==> src/hw/rtl/imh_pkg.sv <==
// Shared types, codes and constants of the indexed min-heap.
package imh_pkg;

	localparam int unsigned CAPACITY_DEF = 1024;
	localparam int unsigned ACTION_W = 3;
	localparam int unsigned HANDLE_W = 11;
	localparam int unsigned KEY_W = 32;

	localparam logic [ACTION_W-1:0] ACT_INSERT = 3'd0;
	localparam logic [ACTION_W-1:0] ACT_EXTRACT = 3'd1;
	localparam logic [ACTION_W-1:0] ACT_DELETE = 3'd2;
	localparam logic [ACTION_W-1:0] ACT_CHANGE = 3'd3;
	localparam logic [ACTION_W-1:0] ACT_CLEAR = 3'd4;

	localparam logic STATUS_OK = 1'b0;
	localparam logic STATUS_ERR = 1'b1;

	typedef struct packed {
		logic [ACTION_W-1:0] action;
		logic [HANDLE_W-1:0] handle;
		logic signed [KEY_W-1:0] key_value;
	} req_t;

	typedef struct packed {
		logic status;
		logic signed [KEY_W-1:0] extracted_value;
		logic [HANDLE_W-1:0] assigned_handle;
		logic [HANDLE_W-1:0] heap_size;
		logic signed [KEY_W-1:0] min_value;
		logic heap_empty;
	} rsp_t;

	typedef enum logic [4:0] {
		ST_IDLE, ST_DISPATCH, ST_EX_H, ST_EX_V, ST_CHK_POS, ST_CHK_H,
		ST_REM, ST_REM_H, ST_REM_V, ST_UP_RD, ST_UP_H, ST_UP_CMP,
		ST_DN_RD, ST_DN_H, ST_DN_CMP, ST_PLACE, ST_FIN, ST_MIN_H,
		ST_MIN_V, ST_OUT
	} state_t;

	typedef enum logic [4:0] {
		CMD_NONE, CMD_LOAD, CMD_INS, CMD_CLR, CMD_RD_ROOT, CMD_RD_HV,
		CMD_EX_LATCH, CMD_RD_POS, CMD_CHK_POS, CMD_CHG, CMD_REM, CMD_REM_V,
		CMD_UP_RD, CMD_UP_MOVE, CMD_DN_RD, CMD_DN_RDV, CMD_DN_MOVE,
		CMD_PLACE, CMD_MIN_ZERO, CMD_MIN_LATCH, CMD_OUT
	} cmd_t;

	typedef struct packed {
		logic [ACTION_W-1:0] action;
		logic ins_ok;
		logic cnt_zero;
		logic hrange_ok;
		logic pos_ok;
		logic h_match;
		logic is_last;
		logic s_zero;
		logic up_go;
		logic dn_has_l;
		logic dn_go;
		logic rsp_busy;
	} dp_status_t;

endpackage

==> src/hw/rtl/imh_ctrl.sv <==
// Sequencer of the indexed min-heap: issues one datapath command per cycle.
module imh_ctrl (
	input logic clk,
	input logic arst_n,
	input logic req_valid,
	output logic req_ready,
	input imh_pkg::dp_status_t st,
	output imh_pkg::cmd_t cmd
);

	imh_pkg::state_t state_q, state_d;

	always_ff @(posedge clk or negedge arst_n) begin
		if (!arst_n) begin
			state_q <= imh_pkg::ST_IDLE;
		end else begin
			state_q <= state_d;
		end
	end

	always_comb begin
		state_d = state_q;
		cmd = imh_pkg::CMD_NONE;
		req_ready = 1'b0;
		case (state_q)
			imh_pkg::ST_IDLE: begin
				req_ready = 1'b1;
				if (req_valid) begin
					cmd = imh_pkg::CMD_LOAD;
					state_d = imh_pkg::ST_DISPATCH;
				end
			end
			imh_pkg::ST_DISPATCH: begin
				state_d = imh_pkg::ST_FIN;
				case (st.action)
					imh_pkg::ACT_INSERT: begin
						if (st.ins_ok) begin
							cmd = imh_pkg::CMD_INS;
							state_d = imh_pkg::ST_UP_RD;
						end
					end
					imh_pkg::ACT_EXTRACT: begin
						if (!st.cnt_zero) begin
							cmd = imh_pkg::CMD_RD_ROOT;
							state_d = imh_pkg::ST_EX_H;
						end
					end
					imh_pkg::ACT_DELETE, imh_pkg::ACT_CHANGE: begin
						if (st.hrange_ok) begin
							cmd = imh_pkg::CMD_RD_POS;
							state_d = imh_pkg::ST_CHK_POS;
						end
					end
					imh_pkg::ACT_CLEAR: begin
						cmd = imh_pkg::CMD_CLR;
					end
					default: begin
						cmd = imh_pkg::CMD_NONE;
					end
				endcase
			end
			imh_pkg::ST_EX_H: begin
				cmd = imh_pkg::CMD_RD_HV;
				state_d = imh_pkg::ST_EX_V;
			end
			imh_pkg::ST_EX_V: begin
				cmd = imh_pkg::CMD_EX_LATCH;
				state_d = imh_pkg::ST_REM;
			end
			imh_pkg::ST_CHK_POS: begin
				if (st.pos_ok) begin
					cmd = imh_pkg::CMD_CHK_POS;
					state_d = imh_pkg::ST_CHK_H;
				end else begin
					state_d = imh_pkg::ST_FIN;
				end
			end
			imh_pkg::ST_CHK_H: begin
				if (!st.h_match) begin
					state_d = imh_pkg::ST_FIN;
				end else if (st.action == imh_pkg::ACT_DELETE) begin
					state_d = imh_pkg::ST_REM;
				end else begin
					cmd = imh_pkg::CMD_CHG;
					state_d = imh_pkg::ST_UP_RD;
				end
			end
			imh_pkg::ST_REM: begin
				cmd = imh_pkg::CMD_REM;
				state_d = st.is_last ? imh_pkg::ST_FIN : imh_pkg::ST_REM_H;
			end
			imh_pkg::ST_REM_H: begin
				cmd = imh_pkg::CMD_RD_HV;
				state_d = imh_pkg::ST_REM_V;
			end
			imh_pkg::ST_REM_V: begin
				cmd = imh_pkg::CMD_REM_V;
				state_d = imh_pkg::ST_UP_RD;
			end
			imh_pkg::ST_UP_RD: begin
				if (st.s_zero) begin
					state_d = imh_pkg::ST_DN_RD;
				end else begin
					cmd = imh_pkg::CMD_UP_RD;
					state_d = imh_pkg::ST_UP_H;
				end
			end
			imh_pkg::ST_UP_H: begin
				cmd = imh_pkg::CMD_RD_HV;
				state_d = imh_pkg::ST_UP_CMP;
			end
			imh_pkg::ST_UP_CMP: begin
				if (st.up_go) begin
					cmd = imh_pkg::CMD_UP_MOVE;
					state_d = imh_pkg::ST_UP_RD;
				end else begin
					state_d = imh_pkg::ST_DN_RD;
				end
			end
			imh_pkg::ST_DN_RD: begin
				if (st.dn_has_l) begin
					cmd = imh_pkg::CMD_DN_RD;
					state_d = imh_pkg::ST_DN_H;
				end else begin
					state_d = imh_pkg::ST_PLACE;
				end
			end
			imh_pkg::ST_DN_H: begin
				cmd = imh_pkg::CMD_DN_RDV;
				state_d = imh_pkg::ST_DN_CMP;
			end
			imh_pkg::ST_DN_CMP: begin
				if (st.dn_go) begin
					cmd = imh_pkg::CMD_DN_MOVE;
					state_d = imh_pkg::ST_DN_RD;
				end else begin
					state_d = imh_pkg::ST_PLACE;
				end
			end
			imh_pkg::ST_PLACE: begin
				cmd = imh_pkg::CMD_PLACE;
				state_d = imh_pkg::ST_FIN;
			end
			imh_pkg::ST_FIN: begin
				if (st.cnt_zero) begin
					cmd = imh_pkg::CMD_MIN_ZERO;
					state_d = imh_pkg::ST_OUT;
				end else begin
					cmd = imh_pkg::CMD_RD_ROOT;
					state_d = imh_pkg::ST_MIN_H;
				end
			end
			imh_pkg::ST_MIN_H: begin
				cmd = imh_pkg::CMD_RD_HV;
				state_d = imh_pkg::ST_MIN_V;
			end
			imh_pkg::ST_MIN_V: begin
				cmd = imh_pkg::CMD_MIN_LATCH;
				state_d = imh_pkg::ST_OUT;
			end
			imh_pkg::ST_OUT: begin
				if (!st.rsp_busy) begin
					cmd = imh_pkg::CMD_OUT;
					state_d = imh_pkg::ST_IDLE;
				end
			end
			default: begin
				state_d = imh_pkg::ST_IDLE;
			end
		endcase
	end

endmodule

==> config.mk <==
export PLATFORM = sky130hd
export DESIGN_NAME = imh_ctrl
export DESIGN_NICKNAME = d
export VERILOG_FILES = /design/src/hw/rtl/imh_pkg.sv /design/src/hw/rtl/imh_ctrl.sv
export SDC_FILE = /design/constraint.sdc
export NUM_CORES = 1
export LEC_CHECK = 0
export BUFFER_PORTS_ARGS = -buffer_cell sky130_fd_sc_hd__buf_2
export CAP_MARGIN = 20
export CORE_MARGIN = 3
export CORE_UTILIZATION = 52
export CTS_BUF_LIST = sky130_fd_sc_hd__clkbuf_4 sky130_fd_sc_hd__clkbuf_8 sky130_fd_sc_hd__clkbuf_16
export DETAILED_ROUTE_END_ITERATION = 10
export GPL_TIMING_DRIVEN = 0
export HOLD_SLACK_MARGIN = 0.06
export PLACE_DENSITY_LB_ADDON = 0.08
export SLEW_MARGIN = 20
export SYNTH_ARGS = -nofsm -noshare
export SYNTH_HDL_FRONTEND = slang
export SYNTH_SLANG_ARGS = --single-unit
export TNS_END_PERCENT = 100
==> constraint.sdc <==
create_clock -name clk -period 1.7 [get_ports clk]
set_clock_uncertainty 0.15 [all_clocks]
set_input_delay 0.085 -clock clk [delete_from_list [all_inputs] [get_ports clk]]
set_output_delay 0.085 -clock clk [all_outputs]
set_load 0.05 [all_outputs]
==> results.sh, run 1 <==
export IMPL_cts_root_buffer="clkbuf_4"
export IMPL_tool_error="[ERROR DPL-0038] Utilization greater than 100%, impossible to legalize"
export IMPL_avgSynthCellArea_sq_um=6.49
export IMPL_synth_fp_nets=149
export IMPL_portBuffers=21
export IMPL_dp_cells=169
export IMPL_htreeDepth=1
export IMPL_die_h_um=46.6
export IMPL_yosysTopAreaCell="dfrtp_1"
export IMPL_dp_hpwl_mm=2.12
export IMPL_grt_max_degree=11
export IMPL_status="stopped before the end"
export IMPL_yosys_warnings=0
export IMPL_clock_sinks=5
export IMPL_initial_core_util_pct=56.2
export IMPL_ys_ff_latch=5
export IMPL_die_w_um=46.6
export IMPL_yosys_area_top_type_share_pct=14.6
export IMPL_cts_made_buffers=3
export IMPL_crit_endpoint="cmd[1]"
export IMPL_worst_ep_kind="primary output"
export IMPL_ys_types=44
export IMPL_seq_area_frac_synth_pct=14.6
export IMPL_synth_ff_type="dfrtp_1"
export IMPL_syn_inst=132
export IMPL_clk_path_buf_depth=2
export IMPL_synthTopCellsByCount="nor2_1, a21oi_1, nand2_1"
export IMPL_synth_area_leaders="dfrtp_1, a21oi_1, nor2_1, nand2b_1, o21ai_0"
export IMPL_gp_congestion=0.919
export IMPL_netlist_area_sq_um=857
export IMPL_synth_edf_count=0
export IMPL_ios=23
export IMPL_rows=14
export IMPL_stop_stage="global routing"
export IMPL_synthArstFlopShare_pct=100
export IMPL_pre_cts_ws_ns=-0.228
export IMPL_yosysMostFrequentCell="nor2_1"
==> timing repair <==
action / in CTS
endpoints found under the setup margin: 8
hold endpoints to repair: 7
gates resized for setup: 36
pin swaps: 8
buffers inserted: 11
hold buffers: 4
gates cloned: 0
==> through the flow <==
stage	hold slack, ns	area [sq um]	utilization, %	setup TNS, ns
after CTS	0.128	1360	89.3	-1.17
after detailed placement	-0.251	1080	71.1	-0.951
after global placement	-0.253	1080	71.1	-0.875
after floorplan	-0.361	958	-	-0.162
==> cell families after synthesis <==
family / synth area share [%]
AOI/OAI and AO/OA: 40.1
buffers and inverters: 8.61
and+or+nand+nor: 34.5
DFF: 14.6
xor gates and xnor gates: 1.02
muxes: 1.17
==> run 2: changes to the inputs <==
CORE_AREA = 3 3 64 66   (was not set)
CORE_MARGIN = not set   (was 3)
CORE_UTILIZATION = not set   (was 52)
CTS_BUF_LIST = not set   (was sky130_fd_sc_hd__clkbuf_4 sky130_fd_sc_hd__clkbuf_8 sky130_fd_sc_hd__clkbuf_16)
DIE_AREA = 0 0 67 69   (was not set)
HOLD_SLACK_MARGIN = not set   (was 0.06)
PLACE_DENSITY_LB_ADDON = 0.15   (was 0.08)
==> run 2 against run 1 <==
Net effect: the flow now finishes, with violations (negative setup slack); synthesized area stayed put; synthesized cell count stayed put.
==> results.sh, run 2 <==
export IMPL_status="finished, violations left"
export IMPL_violations="negative setup slack"
export IMPL_fin_worst_hold_slack_ns=0.0586
export IMPL_final_util_pct=42.7
export IMPL_drive_gt1_share_pct=48.9
export IMPL_clock_insertion_delay_worst_skew_ns=0.22
export IMPL_rr_worst_depth=8
export IMPL_grtUsageTotal_pct=15.7
export IMPL_slew_headroom_pct=70.0
export IMPL_syn2layout_area_growth_pct=81.0
export IMPL_post_route_period_util_pct=118
export IMPL_wirelength_mm=3.41
export IMPL_ant_nets=0
export IMPL_irDropWorstVdd_uv=1300
export IMPL_r2r_slack_ns=-0.14
export IMPL_drt_wirelength_per_cell_um=15.1
export IMPL_htreeDepth=1
export IMPL_p_comb_share_pct=86.8
export IMPL_max_freq_ghz=0.497
export IMPL_syn_inst=132
export IMPL_cp_arrival_ns=1.78
export IMPL_reg2reg_to="state_q[0]"
export IMPL_crit_slowest_cell="or4_4"
export IMPL_synthTopCellsByCount="nor2_1, a21oi_1, nand2_1"
export IMPL_ys_types=44
export IMPL_hold_class="in -> async"
export IMPL_gp_congestion=0.867
export IMPL_yosysMostFrequentCell="nor2_1"
export IMPL_grt_pass1_vias=1202
export IMPL_synth_edf_count=0
export IMPL_synth_ff_type="dfrtp_1"
export IMPL_path_max_fanout=3
export IMPL_crit_required_ns=1.46
export IMPL_rows=22
export IMPL_ys_ff_latch=5
export IMPL_antenna_found_initial=0
export IMPL_seq_area_frac_synth_pct=14.6
export IMPL_final_cell_mix="buf_4, buf_2, buf_6, nor2_1, nand2_1"
export IMPL_p_leak_nw=0.656
export IMPL_largest_register="state_q"
export IMPL_worstPathCellList="buf_4 -> nand2b_4 -> a21oi_4 -> a31oi_4 -> nor2_1 -> or4_4 -> buf_8"
export IMPL_placed_area_sq_mm=0.00112
export IMPL_drt_iter0_drc=38
export IMPL_clock_power_share_pct=6.6
export IMPL_slowest_delay_ns=0.49
export IMPL_intPower_mw=1.61
export IMPL_cts_made_buffers=3
export IMPL_r2r_start="state_q[2]"
export IMPL_avgSynthCellArea_sq_um=6.49
export IMPL_finalHoldViolCount=0
export IMPL_final_cells=226
export IMPL_ios=23
export IMPL_largest_register_ffs=5
export IMPL_finalNetCount=196
export IMPL_switchingPower_mw=1.67
export IMPL_critical_path_top_delay_family="simple AND/OR/NAND/NOR gates"
export IMPL_reg_largest_list="state_q (5)"
export IMPL_num_vias=1202
export IMPL_grt_max_degree=11
export IMPL_dp_hpwl_mm=2.48
export IMPL_drt_first_pass_iters=4
export IMPL_cts_root_buffer="clkbuf_8"
export IMPL_seqPwrFrac_pct=6.6
export IMPL_yosysTopAreaCell="dfrtp_1"
export IMPL_die_area_sq_mm=0.00462
export IMPL_finalMaxSlewViolations=0
export IMPL_postLayoutCellArea_sq_mm=0.00155
export IMPL_synth_fp_nets=149
export IMPL_initial_core_util_pct=23.6
export IMPL_rsz0062_at_grt="true"
export IMPL_grt_pass1_wl_mm=5.74
export IMPL_setup_slack_ns=-0.313
export IMPL_avgViaCountPerCell=5.32
export IMPL_fill_cells=371
export IMPL_clk_pin_slew_ns=0.03
export IMPL_fp_coreArea_sq_mm=0.00363
export IMPL_die_w_um=67
export IMPL_switching_share_pct=50.8
export IMPL_maxCapViolations=0
export IMPL_fin_crit_ns=2.01
export IMPL_mostFrequentLayoutCell="buf_4"
export IMPL_worst_path_buf_inv=2
export IMPL_drc=0
export IMPL_portBuffers=21
export IMPL_worst_slew_pin_slew_ns=0.449
export IMPL_startpoint_type="flip-flop"
export IMPL_overflow=0
export IMPL_netlist_area_sq_um=857
export IMPL_p_per_area_mw_per_mm2=2110
export IMPL_clk_path_buf_depth=2
export IMPL_synth_area_leaders="dfrtp_1, a21oi_1, nor2_1, nand2b_1, o21ai_0"
export IMPL_yosys_warnings=0
export IMPL_yosys_area_top_type_share_pct=14.6
export IMPL_cts_tree="yes"
export IMPL_num_antenna_cells=0
export IMPL_critPathKind="reg -> out"
export IMPL_setup_viol=11
export IMPL_die_h_um=69
export IMPL_endpoint_kind="output pin"
export IMPL_dp_cells=201
export IMPL_clock_sinks=5
export IMPL_synthArstFlopShare_pct=100
export IMPL_pre_cts_ws_ns=-0.274
[run 2: cell counts after synthesis]
Identical to the previous run, type by type.
[run 2: repair_timing]
action | CTS | global route
resized for setup | 45 | 13
buffers inserted | 17 | 3
pin swaps | 12 | 8
endpoints found under the hold margin | 5 | 0
setup endpoints to repair | 7 | 11
hold buffers | 1 | 0
[run 2: cell families after synthesis]
kind of cell	Yosys count	share of synthesized area, %
multiplexers	1	1.17
buffers and inverters	16	8.61
AO/OA/AOI/OAI	52	40.1
XOR/XNOR	1	1.02
flip-flops	5	14.6
AND/OR/NAND/NOR	57	34.5
[run 2: metal layers]
layer  wire length, um  vias up  global-route usage (%)  share of wire [%]
met5                 0        -                       0                  0
met4                44        0                    4.50                1.3
met3               290        6                    3.58                8.5
met2              1560       59                    23.9                 46
met1              1510      556                    21.8                 44
li1                  -      581                       -                  -
[run 2: power groups by stage]
stage	Combinational [mW]	Clock, mW	Sequential [mW]
final	2.85	0.217	0.216
after CTS	2.68	0.225	0.212
after global routing	3.02	0.233	0.219
after detailed placement	1.96	0	0.218
after floorplan	1.55	0	0.211
after global placement	2.00	0	0.217
[run 2: worst register-to-register path: cells and delay by family (launching register included)]
family	cells	cell delay, ns
buffers and inverters	3	0.43
DFF	1	0.45
and+or+nand+nor	2	0.35
AOI/OAI and AO/OA	3	0.38
[run 2: final cells by class]
| class | instances | area, sq um | area share (%) |
|---|---|---|---|
| inverter | 6 | 26.3 | 1.69 |
| sequential | 5 | 126 | 8.15 |
| buffer | 10 | 101 | 6.53 |
| tap | 48 | 60.1 | 3.87 |
| clock buffer | 4 | 45.0 | 2.90 |
| multi-input combinational | 111 | 886 | 57.1 |
| timing repair buffer | 42 | 307 | 19.8 |
[run 2: how the worst max path moves through the flow]
stage / start / endpoint / slack [ns] / cells past startpoint
2_1_floorplan: state_q[4] / cmd[0] / -0.16 / 4
3_3_place_gp: state_q[2] / cmd[1] / -0.32 / 6
3_5_place_dp: state_q[2] / cmd[1] / -0.27 / 6
4_1_cts: state_q[0] / cmd[1] / -0.30 / 7
5_1_grt: state_q[0] / cmd[1] / -0.35 / 6
6_report: state_q[1] / cmd[1] / -0.31 / 7
[run 2: per-stage QoR]
step | total power, mW | setup TNS [ns]
after global placement | 2.22 | -1.23
after detailed placement | 2.18 | -1.17
after CTS | 3.12 | -1.37
after floorplan | 1.77 | -0.162
final | 3.28 | -1.62
after global routing | 3.47 | -2.24
Note: power is estimated with default switching activity, not from simulation.
